<file path="src/rtl/core/crc_checked_packet_receiver_assert.svh">
`ifndef CRC_CHECKED_PACKET_RECEIVER_ASSERT_SVH
`define CRC_CHECKED_PACKET_RECEIVER_ASSERT_SVH

// Checks a condition at every clock edge outside of reset.
`define CCPR_ASSERT_ALWAYS(lbl, cond, msg) \
	lbl: assert property (@(posedge clk) disable iff (!arst_n) (cond)) else $error(msg);

// Checks that the consequent holds in the same cycle as the antecedent.
`define CCPR_ASSERT_IMPLY(lbl, ante, cons, msg) \
	lbl: assert property (@(posedge clk) disable iff (!arst_n) (ante) |-> (cons)) \
		else $error(msg);

// Checks that the consequent holds in the cycle after the antecedent.
`define CCPR_ASSERT_NEXT(lbl, ante, cons, msg) \
	lbl: assert property (@(posedge clk) disable iff (!arst_n) (ante) |=> (cons)) \
		else $error(msg);

`endif

</file>
<file path="src/rtl/core/ccpr_pkg.sv">
package ccpr_pkg;

	localparam int FRAME_LEN   = 8;
	localparam int CRC_BYTES   = 6;
	localparam int QUEUE_DEPTH = 4;
	localparam int FILL_W      = $clog2(FRAME_LEN + 1);
	localparam int IDX_W       = $clog2(FRAME_LEN);

	localparam logic [7:0]        SYNC_BYTE = 8'h11;
	localparam logic [15:0]       CRC_POLY  = 16'h1021;
	localparam logic [15:0]       CRC_INIT  = 16'hFFFF;
	localparam logic [FILL_W-1:0] FILL_FULL = FILL_W'(FRAME_LEN);
	localparam logic [FILL_W-1:0] FILL_LAST = FILL_W'(FRAME_LEN - 1);
	localparam logic [IDX_W-1:0]  CRC_LAST  = IDX_W'(CRC_BYTES - 1);

	typedef struct packed {
		logic [7:0] data;
		logic       is_sync;
	} item_t;

	typedef enum logic [2:0] {
		ST_COLLECT,
		ST_CRC,
		ST_CHECK,
		ST_EMIT,
		ST_SEARCH
	} back_state_t;

	function automatic logic [15:0] crc_update(input logic [15:0] crc_in, input logic [7:0] data);
		logic [15:0] c;
		c = crc_in ^ {data, 8'h00};
		for (int b = 0; b < 8; b++) begin
			c = c[15] ? ((c << 1) ^ CRC_POLY) : (c << 1);
		end
		return c;
	endfunction

endpackage

</file>
<file path="src/rtl/core/ccpr_front.sv">
module ccpr_front (
	input  logic           in_valid,
	output logic           in_stall,
	input  logic [7:0]     rx_byte,
	input  logic           sending,
	input  logic           q_full,
	output logic           push,
	output ccpr_pkg::item_t push_item
);

	// Bytes seen while the local transmitter is active are consumed and discarded.
	assign in_stall          = q_full;
	assign push              = in_valid && !q_full && !sending;
	assign push_item.data    = rx_byte;
	assign push_item.is_sync = (rx_byte == ccpr_pkg::SYNC_BYTE);

endmodule

</file>
<file path="src/rtl/core/ccpr_queue.sv">
`include "crc_checked_packet_receiver_assert.svh"

module ccpr_queue #(
	parameter int DEPTH = ccpr_pkg::QUEUE_DEPTH
) (
	input  logic            clk,
	input  logic            arst_n,
	input  logic            push,
	input  ccpr_pkg::item_t push_item,
	output logic            full,
	input  logic            pop,
	output logic            pop_valid,
	output ccpr_pkg::item_t pop_item
);

	localparam int PTR_W = (DEPTH > 1) ? $clog2(DEPTH) : 1;
	localparam int CNT_W = $clog2(DEPTH + 1);
	localparam logic [PTR_W-1:0] PTR_LAST = PTR_W'(DEPTH - 1);

	ccpr_pkg::item_t  entry_q [DEPTH];
	logic [PTR_W-1:0] wr_ptr_q;
	logic [PTR_W-1:0] rd_ptr_q;
	logic [CNT_W-1:0] count_q;

	assign full      = (count_q == CNT_W'(DEPTH));
	assign pop_valid = (count_q != '0);
	assign pop_item  = entry_q[rd_ptr_q];

	always_ff @(posedge clk) begin
		if (push) begin
			entry_q[wr_ptr_q] <= push_item;
		end
	end

	always_ff @(posedge clk or negedge arst_n) begin
		if (!arst_n) begin
			wr_ptr_q <= '0;
			rd_ptr_q <= '0;
			count_q  <= '0;
		end else begin
			if (push) begin
				wr_ptr_q <= (wr_ptr_q == PTR_LAST) ? '0 : wr_ptr_q + PTR_W'(1);
			end
			if (pop) begin
				rd_ptr_q <= (rd_ptr_q == PTR_LAST) ? '0 : rd_ptr_q + PTR_W'(1);
			end
			if (push && !pop) begin
				count_q <= count_q + CNT_W'(1);
			end else if (pop && !push) begin
				count_q <= count_q - CNT_W'(1);
			end
		end
	end

	`CCPR_ASSERT_ALWAYS(a_count_range, count_q <= CNT_W'(DEPTH), "queue count out of range")
	`CCPR_ASSERT_IMPLY(a_no_overflow, push, !full, "push into a full queue")
	`CCPR_ASSERT_IMPLY(a_no_underflow, pop, pop_valid, "pop from an empty queue")

endmodule

</file>
<file path="src/rtl/core/ccpr_back.sv">
`include "crc_checked_packet_receiver_assert.svh"

module ccpr_back (
	input  logic            clk,
	input  logic            arst_n,
	input  logic            own_node_we,
	input  logic [7:0]      own_node,
	input  logic            q_valid,
	input  ccpr_pkg::item_t q_item,
	output logic            q_pop,
	output logic            out_valid,
	input  logic            out_stall,
	output logic            kind,
	output logic [7:0]      node,
	output logic [7:0]      frame_type,
	output logic [7:0]      port,
	output logic [15:0]     payload
);

	localparam int CRC_HI = ccpr_pkg::FRAME_LEN - 2;
	localparam int CRC_LO = ccpr_pkg::FRAME_LEN - 1;

	ccpr_pkg::back_state_t state_q;
	ccpr_pkg::back_state_t state_d;

	logic [7:0]                    buf_q [ccpr_pkg::FRAME_LEN];
	logic [ccpr_pkg::FILL_W-1:0]   fill_q;
	logic [ccpr_pkg::IDX_W-1:0]    idx_q;
	logic [15:0]                   crc_q;
	logic                          err_q;
	logic [7:0]                    own_node_q;
	logic                          out_valid_q;

	logic take_byte;
	logic crc_ok;
	logic node_ok;
	logic out_free;
	logic out_load;
	logic search_done;

	always_comb begin
		out_free    = !out_valid_q || !out_stall;
		crc_ok      = ({buf_q[CRC_HI], buf_q[CRC_LO]} == crc_q);
		node_ok     = (buf_q[1] == 8'h00) || (buf_q[1] == own_node_q);
		search_done = (fill_q == ccpr_pkg::FILL_W'(1)) || (buf_q[1] == ccpr_pkg::SYNC_BYTE);
		q_pop       = (state_q == ccpr_pkg::ST_COLLECT) && q_valid;
		take_byte   = q_pop && ((fill_q != '0) || q_item.is_sync);
		out_load    = (state_q == ccpr_pkg::ST_EMIT) && out_free;
	end

	always_comb begin
		state_d = state_q;
		unique case (state_q)
			ccpr_pkg::ST_COLLECT: begin
				if (take_byte && (fill_q == ccpr_pkg::FILL_LAST)) begin
					state_d = ccpr_pkg::ST_CRC;
				end
			end
			ccpr_pkg::ST_CRC: begin
				if (idx_q == ccpr_pkg::CRC_LAST) begin
					state_d = ccpr_pkg::ST_CHECK;
				end
			end
			ccpr_pkg::ST_CHECK: begin
				if (!crc_ok || node_ok) begin
					state_d = ccpr_pkg::ST_EMIT;
				end else begin
					state_d = ccpr_pkg::ST_COLLECT;
				end
			end
			ccpr_pkg::ST_EMIT: begin
				if (out_free) begin
					state_d = err_q ? ccpr_pkg::ST_SEARCH : ccpr_pkg::ST_COLLECT;
				end
			end
			ccpr_pkg::ST_SEARCH: begin
				if (search_done) begin
					state_d = ccpr_pkg::ST_COLLECT;
				end
			end
			default: state_d = ccpr_pkg::ST_COLLECT;
		endcase
	end

	always_ff @(posedge clk or negedge arst_n) begin
		if (!arst_n) begin
			state_q    <= ccpr_pkg::ST_COLLECT;
			fill_q     <= '0;
			idx_q      <= '0;
			crc_q      <= ccpr_pkg::CRC_INIT;
			err_q      <= 1'b0;
			own_node_q <= 8'h00;
		end else begin
			state_q <= state_d;
			if (own_node_we) begin
				own_node_q <= own_node;
			end
			unique case (state_q)
				ccpr_pkg::ST_COLLECT: begin
					if (take_byte) begin
						fill_q <= fill_q + ccpr_pkg::FILL_W'(1);
						idx_q  <= '0;
						crc_q  <= ccpr_pkg::CRC_INIT;
					end
				end
				ccpr_pkg::ST_CRC: begin
					crc_q <= ccpr_pkg::crc_update(crc_q, buf_q[idx_q]);
					idx_q <= idx_q + ccpr_pkg::IDX_W'(1);
				end
				ccpr_pkg::ST_CHECK: begin
					err_q <= !crc_ok;
					if (crc_ok) begin
						fill_q <= '0;
					end
				end
				ccpr_pkg::ST_EMIT: begin
				end
				ccpr_pkg::ST_SEARCH: begin
					fill_q <= fill_q - ccpr_pkg::FILL_W'(1);
				end
				default: begin
				end
			endcase
		end
	end

	// During the resync search the buffer moves down one place per cycle.
	always_ff @(posedge clk) begin
		if (take_byte) begin
			buf_q[fill_q[ccpr_pkg::IDX_W-1:0]] <= q_item.data;
		end else if (state_q == ccpr_pkg::ST_SEARCH) begin
			for (int k = 0; k < ccpr_pkg::FRAME_LEN - 1; k++) begin
				buf_q[k] <= buf_q[k + 1];
			end
		end
	end

	always_ff @(posedge clk or negedge arst_n) begin
		if (!arst_n) begin
			out_valid_q <= 1'b0;
		end else if (out_load) begin
			out_valid_q <= 1'b1;
		end else if (!out_stall) begin
			out_valid_q <= 1'b0;
		end
	end

	always_ff @(posedge clk) begin
		if (out_load) begin
			kind       <= err_q;
			node       <= err_q ? 8'h00 : buf_q[1];
			frame_type <= err_q ? 8'h00 : buf_q[2];
			port       <= err_q ? 8'h00 : buf_q[3];
			payload    <= err_q ? 16'h0000 : {buf_q[5], buf_q[4]};
		end
	end

	assign out_valid = out_valid_q;

	`CCPR_ASSERT_ALWAYS(a_fill_range, fill_q <= ccpr_pkg::FILL_FULL, "fill count above frame length")
	`CCPR_ASSERT_IMPLY(a_crc_full, state_q == ccpr_pkg::ST_CRC, fill_q == ccpr_pkg::FILL_FULL, "CRC pass without a full frame")
	`CCPR_ASSERT_IMPLY(a_pop_collect, q_pop, state_q == ccpr_pkg::ST_COLLECT, "queue popped while busy")
	`CCPR_ASSERT_NEXT(a_search_exit, (state_q == ccpr_pkg::ST_SEARCH) && (state_d != ccpr_pkg::ST_SEARCH), (state_q == ccpr_pkg::ST_COLLECT) && (fill_q < ccpr_pkg::FILL_FULL), "resync left a full buffer")

endmodule

</file>
<file path="src/rtl/core/crc_checked_packet_receiver.sv">
// Receives serial bytes on the input channel (in_valid, in_stall, rx_byte, sending) and
// assembles 8-byte frames that start with the sync byte 0x11 and end in a CRC-16.
// A byte taken while sending is high is discarded, as is a non-sync byte with no frame open.
// The output (out_valid, out_stall) carries at most one transaction per checked frame:
// kind 0 with the decoded fields for a good frame addressed to node 0 or to own_node,
// kind 1 with zero fields on a CRC mismatch. Good frames for other nodes give nothing.
// The user must see that own_node is written with own_node_we only while the block is
// idle; the block does not enforce this. Bytes pass a small queue, so the input takes
// one byte per cycle while it has room. While collecting, the frame engine takes one
// byte per cycle; after the last byte of a frame it runs the CRC over the first six
// bytes (one byte per cycle), then the compare, then loads the output register.
// After a CRC failure the error result is emitted, then a resync search shifts the
// buffer down until a sync byte reaches its head or one byte is left.
// A stalled result holds in the output register; the engine then waits, the queue fills
// and in_stall rises. Reset clears the queue, the frame buffer count, the output valid
// and own_node.
module crc_checked_packet_receiver #(
	parameter int QUEUE_DEPTH = ccpr_pkg::QUEUE_DEPTH
) (
	input  logic        clk,
	input  logic        arst_n,
	input  logic        own_node_we,
	input  logic [7:0]  own_node,
	input  logic        in_valid,
	output logic        in_stall,
	input  logic [7:0]  rx_byte,
	input  logic        sending,
	output logic        out_valid,
	input  logic        out_stall,
	output logic        kind,
	output logic [7:0]  node,
	output logic [7:0]  frame_type,
	output logic [7:0]  port,
	output logic [15:0] payload
);

	logic            push;
	ccpr_pkg::item_t push_item;
	logic            q_full;
	logic            q_pop;
	logic            q_valid;
	ccpr_pkg::item_t q_item;

	ccpr_front u_front (
		.in_valid  (in_valid),
		.in_stall  (in_stall),
		.rx_byte   (rx_byte),
		.sending   (sending),
		.q_full    (q_full),
		.push      (push),
		.push_item (push_item)
	);

	ccpr_queue #(
		.DEPTH (QUEUE_DEPTH)
	) u_queue (
		.clk       (clk),
		.arst_n    (arst_n),
		.push      (push),
		.push_item (push_item),
		.full      (q_full),
		.pop       (q_pop),
		.pop_valid (q_valid),
		.pop_item  (q_item)
	);

	ccpr_back u_back (
		.clk         (clk),
		.arst_n      (arst_n),
		.own_node_we (own_node_we),
		.own_node    (own_node),
		.q_valid     (q_valid),
		.q_item      (q_item),
		.q_pop       (q_pop),
		.out_valid   (out_valid),
		.out_stall   (out_stall),
		.kind        (kind),
		.node        (node),
		.frame_type  (frame_type),
		.port        (port),
		.payload     (payload)
	);

endmodule
</file>
<file path="config.mk">
export PLATFORM = sky130hd
export DESIGN_NAME = crc_checked_packet_receiver
export DESIGN_NICKNAME = d
export VERILOG_FILES = /design/src/rtl/core/ccpr_pkg.sv /design/src/rtl/core/ccpr_front.sv /design/src/rtl/core/ccpr_queue.sv /design/src/rtl/core/ccpr_back.sv /design/src/rtl/core/crc_checked_packet_receiver.sv
export VERILOG_INCLUDE_DIRS = /design/src /design/src/rtl/core
export SDC_FILE = /design/constraint.sdc
export NUM_CORES = 1
export LEC_CHECK = 0
export BUFFER_PORTS_ARGS = -buffer_cell sky130_fd_sc_hd__buf_2
export CAP_MARGIN = 20
export CORE_MARGIN = 2
export CORE_UTILIZATION = 31
export CTS_CLUSTER_SIZE = 8
export DETAILED_ROUTE_END_ITERATION = 16
export GPL_TIMING_DRIVEN = 1
export PLACE_DENSITY = 0.45
export SETUP_SLACK_MARGIN = 0.3
export SLEW_MARGIN = 20
export SYNTH_ARGS = -nofsm -noshare
export SYNTH_HDL_FRONTEND = slang
export SYNTH_SLANG_ARGS = --single-unit
</file>
<file path="constraint.sdc">
create_clock -name clk -period 10.5 [get_ports clk]
set_input_delay 0.525 -clock clk [delete_from_list [all_inputs] [get_ports clk]]
set_output_delay 0.525 -clock clk [all_outputs]
set_load 0.03 [all_outputs]
</file>
==> out/results.ini, run 1 <==
[outcome]
status=finished, final reports clean

[setup_path]
worst-r2r-cell-count=5
timing.rr.start=u_queue.rd_ptr_q[0]
worstPathRequired_ps=10640
critical_path.startpoint_type=flop
path_class=reg2reg
reg2reg_slack_ps=7680
arrival_ps=2960
rr_endpoint=u_back.buf_q[0][2]
crit_fanout=12
endpoint_kind=flop

[clock_network]
numCtsBuffers=17
clockBufferDepth=2
clock_latency_ps=430
clock-root-buffer=clkbuf_16
clkSinkCount=184
cts_tree=built
hold_buffers=0
path_clk_slew_ps=80
htree_levels=4
cts-resized-gates=0
post_cts_buffers=0

[pwr]
p_total_mw=3.116
ir_drop_mv=0.1158
p_per_area_nw_per_um2=321.0
cellLeakagePower_nw=3.687

[sta]
period_share_pct=26.87
relSlewSlack_pct=26.49
finalHoldViolations=0
worst_pin_slew_ps=1093
setup_viol=0
min_period_ps=2822
rsz0062_at_grt=no
tns_ps=0
clock.fmax_mhz=354.4
clock_skew_ps=15.46
slew_viol_final=0

[global_routing]
grtUsageMet3_pct=2.642
antenna_found_initial=0
top_usage_layer=met2
grt_util_met1_pct=19.47
grt_util_all_layers_pct=14.52
grt_start_max_net_pins=61
grt.overflow.total=0
grt_pass1_vias=5129
use_met2_pct=24.06
grt_pass1_wl_um=31160

[min_path]
min_path_type=in2async

[logic_synthesis]
synth_cells=573
ys_ff_latch=184
yosysWarnings=0
synth_ff_type=edfxtp_1
async_reset_ff_share_pct=23.37
synth_enable_flop_cells=141
synth.avg_cell_area_um2=14.75
synth.distinct_cells=47
syn_area_um2=8449
synth_nets=608
ys_seq_area_share_pct=63.08

[route]
via_count=4793
first_iter_violations=298
via_per_inst=4.886
ant_nets=0
firstDrtPassIters=4
routedWlPerCell_um=20.12
drcViolationCount=0
totalWireLength_um=19740

[placed_design]
io_buffers=64
place_hpwl_um=13850
gp_congestion=0.7553

[floorplanning]
rows=60
start_util_pct=31.44
die-area_um2=28590
io_pins=65
die_h_um=169.1
die_x_um=169.1
core_area_um2=26880

[layout]
final_cell_mix=edfxtp_1 (141), buf_2 (65), a21o_1 (57)
diodes=0
mostFrequentLayoutCell=edfxtp_1
drive_gt1_share_pct=25.47
utilization_pct=36.12
final_nets=662
syn2layout_area_growth_pct=14.88

[run]
drv_cap=0

## worst max path at each step
| stage | from | endpoint | slack, ps | cells after the start |
|---|---|---|---|---|
| after global placement | u_queue.rd_ptr_q[0] | u_back.buf_q[0][6] | 7470 | 4 |
| after CTS | u_queue.rd_ptr_q[0] | u_back.buf_q[2][2] | 7380 | 4 |
| after global routing | u_queue.rd_ptr_q[0] | u_back.buf_q[0][2] | 7420 | 5 |
| final | u_queue.rd_ptr_q[0] | u_back.buf_q[0][2] | 7680 | 5 |
| after floorplan | u_back.state_q[0] | u_back.frame_type[0] | 7160 | 4 |
| after detailed placement | u_queue.rd_ptr_q[0] | u_back.buf_q[2][4] | 7410 | 4 |
## power breakdown
group          internal [mW]  switching, mW
Clock                  0.347          0.322
Sequential              1.04          0.188
Combinational          0.542          0.674
Total                   1.93           1.18
## synthesized netlist by cell type, types with 16 or more instances
| master | n | area, um2 |
|---|---|---|
| edfxtp_1 | 141 | 4234 |
| a21o_1 | 57 | 427.9 |
| nor2b_1 | 42 | 262.8 |
| dfrtp_1 | 27 | 675.7 |
| xnor2_1 | 27 | 236.5 |
| clkbuf_1 | 22 | 82.58 |
| mux4_2 | 22 | 495.5 |
| nand2_1 | 21 | 78.83 |
| nor2_1 | 19 | 71.32 |
| xor2_1 | 19 | 166.4 |
| mux2i_1 | 18 | 180.2 |
| and2_1 | 16 | 100.1 |
| dfstp_2 | 16 | 420.4 |
## worst max-delay path, cell delays in order (launching register included)
cell	delay [ps]
dfrtp_1	770
mux4_2	350
o211ai_1	200
or2_2	380
o31ai_1	530
buf_2	290
## layout make-up
type | instances | area (um2)
clock inverter | 15 | 200.2
inverter | 9 | 33.78
tap | 341 | 426.7
multi-input combinational | 345 | 2928
fill | 2596 | 17170
clock buffer | 17 | 425.4
timing repair buffer | 70 | 362.8
sequential | 184 | 5330
## per-layer routing
metal / share of wire, % / wire length (um) / vias to the layer above
met3: 3.4 / 675 / 15
met5: 0 / 0 / -
li1: - / - / 2229
met2: 49 / 9678 / 98
met4: 1.6 / 325 / 0
met1: 46 / 9060 / 2451
## registers in the layout, indices dropped and copies added (netlist names), 4 cells and up
register	cells
u_back.crc_q	16
u_back.port	8
u_queue.entry_q	36
u_back.node	8
u_back.own_node_q	8
u_back.frame_type	8
u_back.buf_q	64
u_back.payload	16
u_back.fill_q	4
## metrics by stage
step / setup slack [ps] / area (um2) / hold WS [ps] / cells
floorplan: 7158 / 8449 / 229.4 / 573
global route: 7423 / 9707 / 229.0 / 981
detailed placement: 7408 / 9076 / 496.1 / 949
global placement: 7472 / 9071 / 468.8 / 948
finish: 7678 / 9707 / 204.5 / 981
CTS: 7384 / 9702 / 204.0 / 981
## kinds of logic after synthesis
group | synth area share [%]
fa+ha+maj | 2.014
buf+inv | 2.577
xor+xnor | 5.923
compound gates | 9.048
mux | 9.196
flops | 63.08
simple gates | 8.159
Power figures use the tool's default switching activity.
==> run 2: changes to the inputs <==
--- a/config.mk
+++ b/config.mk
@@ -6,6 +6,7 @@
 export SDC_FILE = /design/constraint.sdc
 export NUM_CORES = 1
 export LEC_CHECK = 0
+export ABC_AREA = 1
 export BUFFER_PORTS_ARGS = -buffer_cell sky130_fd_sc_hd__buf_2
 export CAP_MARGIN = 20
 export CORE_MARGIN = 2
==> constraint.sdc (replaced) <==
create_clock -name clk -period 2.9 [get_ports clk]
set_input_delay 0.145 -clock clk [delete_from_list [all_inputs] [get_ports clk]]
set_output_delay 0.145 -clock clk [all_outputs]
set_load 0.03 [all_outputs]
==> run 2 against run 1 <==
Compared with the run above:
- final area rose by 7.9%
- count of clock-buffer cells in the layout rose by 3
- non-clock buffer count rose by 45
- die area rose by 4.4%
- clock skew fell by 1.8 ps
- hold slack got worse by 150 ps
- sequential share of layout area fell by 4.0 points
- cell count rose by 44%
- first-iteration DRC count rose by 81%
- largest cell class unchanged
==> out/results.ini, run 2 <==
[outcome]
status=finished, final reports clean  ; unchanged

[global_routing]
antenna_found_initial=0  ; unchanged
grt_pass1_wl_um=37880  ; was 31160 um
grt.overflow.total=0  ; unchanged
grt_pass1_vias=6543  ; was 5129
grt_util_all_layers_pct=16.54  ; was 14.52%
grt_start_max_net_pins=42  ; was 61

[route]
routedWlPerCell_um=16.67  ; was 20.12 um
ant_nets=0  ; unchanged
via_count=6558  ; was 4793
first_iter_violations=540  ; was 298
firstDrtPassIters=7  ; was 4
via_per_inst=4.638  ; was 4.886
drcViolationCount=0  ; unchanged
totalWireLength_um=23570  ; was 19740 um

[layout]
syn2layout_area_growth_pct=18.55  ; was 14.88%
regMostFlops=u_back.buf_q  ; unchanged
final_nets=1058  ; was 662
reg.largest.list=u_back.buf_q x64, u_queue.entry_q x36  ; unchanged
mostFrequentLayoutCell=nand2_1  ; was edfxtp_1
fin_area_um2=10470  ; was 9707 um2
utilization_pct=37.48  ; was 36.12%
largest_reg_flops=64  ; unchanged
final_cell_mix=nand2_1 (204), edfxtp_1 (141), inv_1 (126)  ; was edfxtp_1 (141), buf_2 (65), a21o_1 (57)
diodes=0  ; unchanged
drive_gt1_share_pct=16.31  ; was 25.47%

[sta]
worst_pin_slew_ps=873.7  ; was 1093 ps
period_share_pct=81.83  ; was 26.87%
clock.fmax_mhz=421.4  ; was 354.4 MHz
slew_viol_final=0  ; unchanged
setup_viol=0  ; unchanged
min_period_ps=2373  ; was 2822 ps
clock_skew_ps=13.67  ; was 15.46 ps
hold-worst-slack_ps=57.23  ; was 204.5 ps
tns_ps=0  ; unchanged
finalHoldViolations=0  ; unchanged
relSlewSlack_pct=41.76  ; was 26.49%
rsz0062_at_grt=no  ; unchanged

[logic_synthesis]
synth_cells=918  ; was 573
ys_ff_latch=184  ; unchanged
synth_ff_type=edfxtp_1  ; unchanged
yosysWarnings=0  ; unchanged
synth.area.top_cells=edfxtp_1 (48%), nand2_1 (8.7%), dfrtp_1 (7.7%)  ; was edfxtp_1 (50%), dfrtp_1 (8.0%), mux4_2 (5.9%)
syn_area_um2=8831  ; was 8449 um2
ys_seq_area_share_pct=60.36  ; was 63.08%
synth_most_common_cell=nand2_1  ; was edfxtp_1
async_reset_ff_share_pct=23.37  ; unchanged
synth_top_area_share_pct=47.95  ; was 50.11%
synth_commonest_cells=nand2_1 (204), edfxtp_1 (141), inv_1 (126)  ; was edfxtp_1 (141), a21o_1 (57), nor2b_1 (42)
synth_enable_flop_cells=141  ; unchanged
synth.distinct_cells=42  ; was 47
synth_nets=953  ; was 608
yosysTopAreaCell=edfxtp_1  ; unchanged
synth.avg_cell_area_um2=9.620  ; was 14.75 um2

[floorplanning]
start_util_pct=31.61  ; was 31.44%
rows=61  ; was 60
core_area_um2=27930  ; was 26880 um2
die_x_um=172.8  ; was 169.1 um
die-area_um2=29850  ; was 28590 um2
io_pins=65  ; unchanged
die_h_um=172.8  ; was 169.1 um

[placed_design]
place_hpwl_um=16980  ; was 13850 um
postPlaceCellArea_um2=9728  ; was 9076 um2
io_buffers=64  ; unchanged
gp_congestion=0.8101  ; was 0.7553

[setup_path]
worstPathRequired_ps=3040  ; was 10640 ps
arrival_ps=2510  ; was 2960 ps
endpoint_kind=flop  ; unchanged
crit_fanout=8  ; was 12
critical_path.startpoint_type=flop  ; unchanged
path_class=reg2reg  ; unchanged
reg2reg_slack_ps=530  ; was 7680 ps

[clock_network]
clock-root-buffer=clkbuf_16  ; unchanged
clockBufferDepth=2  ; unchanged
path_clk_slew_ps=70  ; was 80 ps
clkSinkCount=184  ; unchanged
clock_latency_ps=440  ; was 430 ps
numCtsBuffers=17  ; unchanged
cts_tree=built  ; unchanged
htree_levels=4  ; unchanged

[pwr]
cellLeakagePower_nw=4.481  ; was 3.687 nW
p_seq_share_pct=36.7  ; was 39.5%
share_comb_of_total_power_pct=44.0  ; was 39.0%
clockPowerShare_pct=19.4  ; was 21.5%
p_per_area_nw_per_um2=1112  ; was 321.0 nW/um2
switching_share_pct=42.73  ; was 38.00%
internal-power_mw=6.668  ; was 1.932 mW
ir_drop_mv=0.4614  ; was 0.1158 mV
p_switching_mw=4.976  ; was 1.184 mW

[run]
drv_cap=0  ; unchanged

[min_path]
min_path_type=in2reg  ; was in2async

[run 2: timing repair]
item                       in CTS  in global routing
hold buffers                   18                  0
setup endpoints to repair       0                  8
hold endpoints to repair       68                  0
buffers inserted                0                  0
resized for setup               0                  1
[run 2: path summary, 6_finish.rpt]
kind                                  start  cells past startpoint                   end
hold reg to reg            u_back.out_valid                      2      u_back.out_valid
setup / recovery           u_back.fill_q[0]                      8    u_back.buf_q[1][7]
max in group asynchronous            arst_n                      3       u_back.crc_q[0]
setup reg to reg           u_back.fill_q[0]                      8    u_back.buf_q[1][7]
min in group asynchronous            arst_n                      2       u_back.idx_q[1]
hold / removal                  own_node_we                      3  u_back.own_node_q[7]
[run 2: power groups by stage]
stage          clock (mW)  combinational, mW  sequential [mW]
6_report             2.25               5.12             4.27
5_1_grt              2.43               5.83             4.34
4_1_cts              2.33               5.18             4.27
3_5_place_dp            0               5.14             4.32
3_3_place_gp            0               5.13             4.31
2_1_floorplan           0               3.41             4.35
[run 2: per-layer routing]
metal  GRT usage [%]  vias up  wire (um)
li1                -     3247          -
met1           23.05     3136      11430
met2           26.51      158      10790
met3           3.034       17       1048
met4           4.520        0        292
met5               0        -          0
[run 2: final cells by class]
| cell class | count | area [um2] |
|---|---|---|
| inverter | 131 | 491.7 |
| tap | 378 | 473.0 |
| sequential | 184 | 5330 |
| timing repair buffer | 115 | 748.2 |
| clock buffer | 20 | 436.7 |
| multi-input combinational | 574 | 2869 |
| clock inverter | 12 | 120.1 |
| fill | 2865 | 17470 |
[run 2: critical path, cell delays in order (launching register included)]
cell	delay, ps
dfrtp_1	470
inv_1	180
ha_1	220
nor3b_1	130
o211ai_1	110
nand2_2	70
buf_4	170
o41ai_1	440
buf_4	280
[run 2: logic make-up after synthesis]
kind of cell | synth area share [%]
DFF | 60.36
AOI/OAI and AO/OA | 7.920
buffers and inverters | 7.367
and+or+nand+nor | 19.93
adders and majority gates | 1.927
muxes | 0.5100
xor gates and xnor gates | 1.983
[run 2: stage by stage]
step | power (mW) | instances | setup slack, ps
2_1_floorplan | 7.765 | 918 | 451.2
3_3_place_gp | 9.444 | 1364 | 536.3
3_5_place_dp | 9.455 | 1364 | 486.7
4_1_cts | 11.78 | 1414 | 443.6
5_1_grt | 12.60 | 1414 | 333.5
6_report | 11.64 | 1414 | 527.1
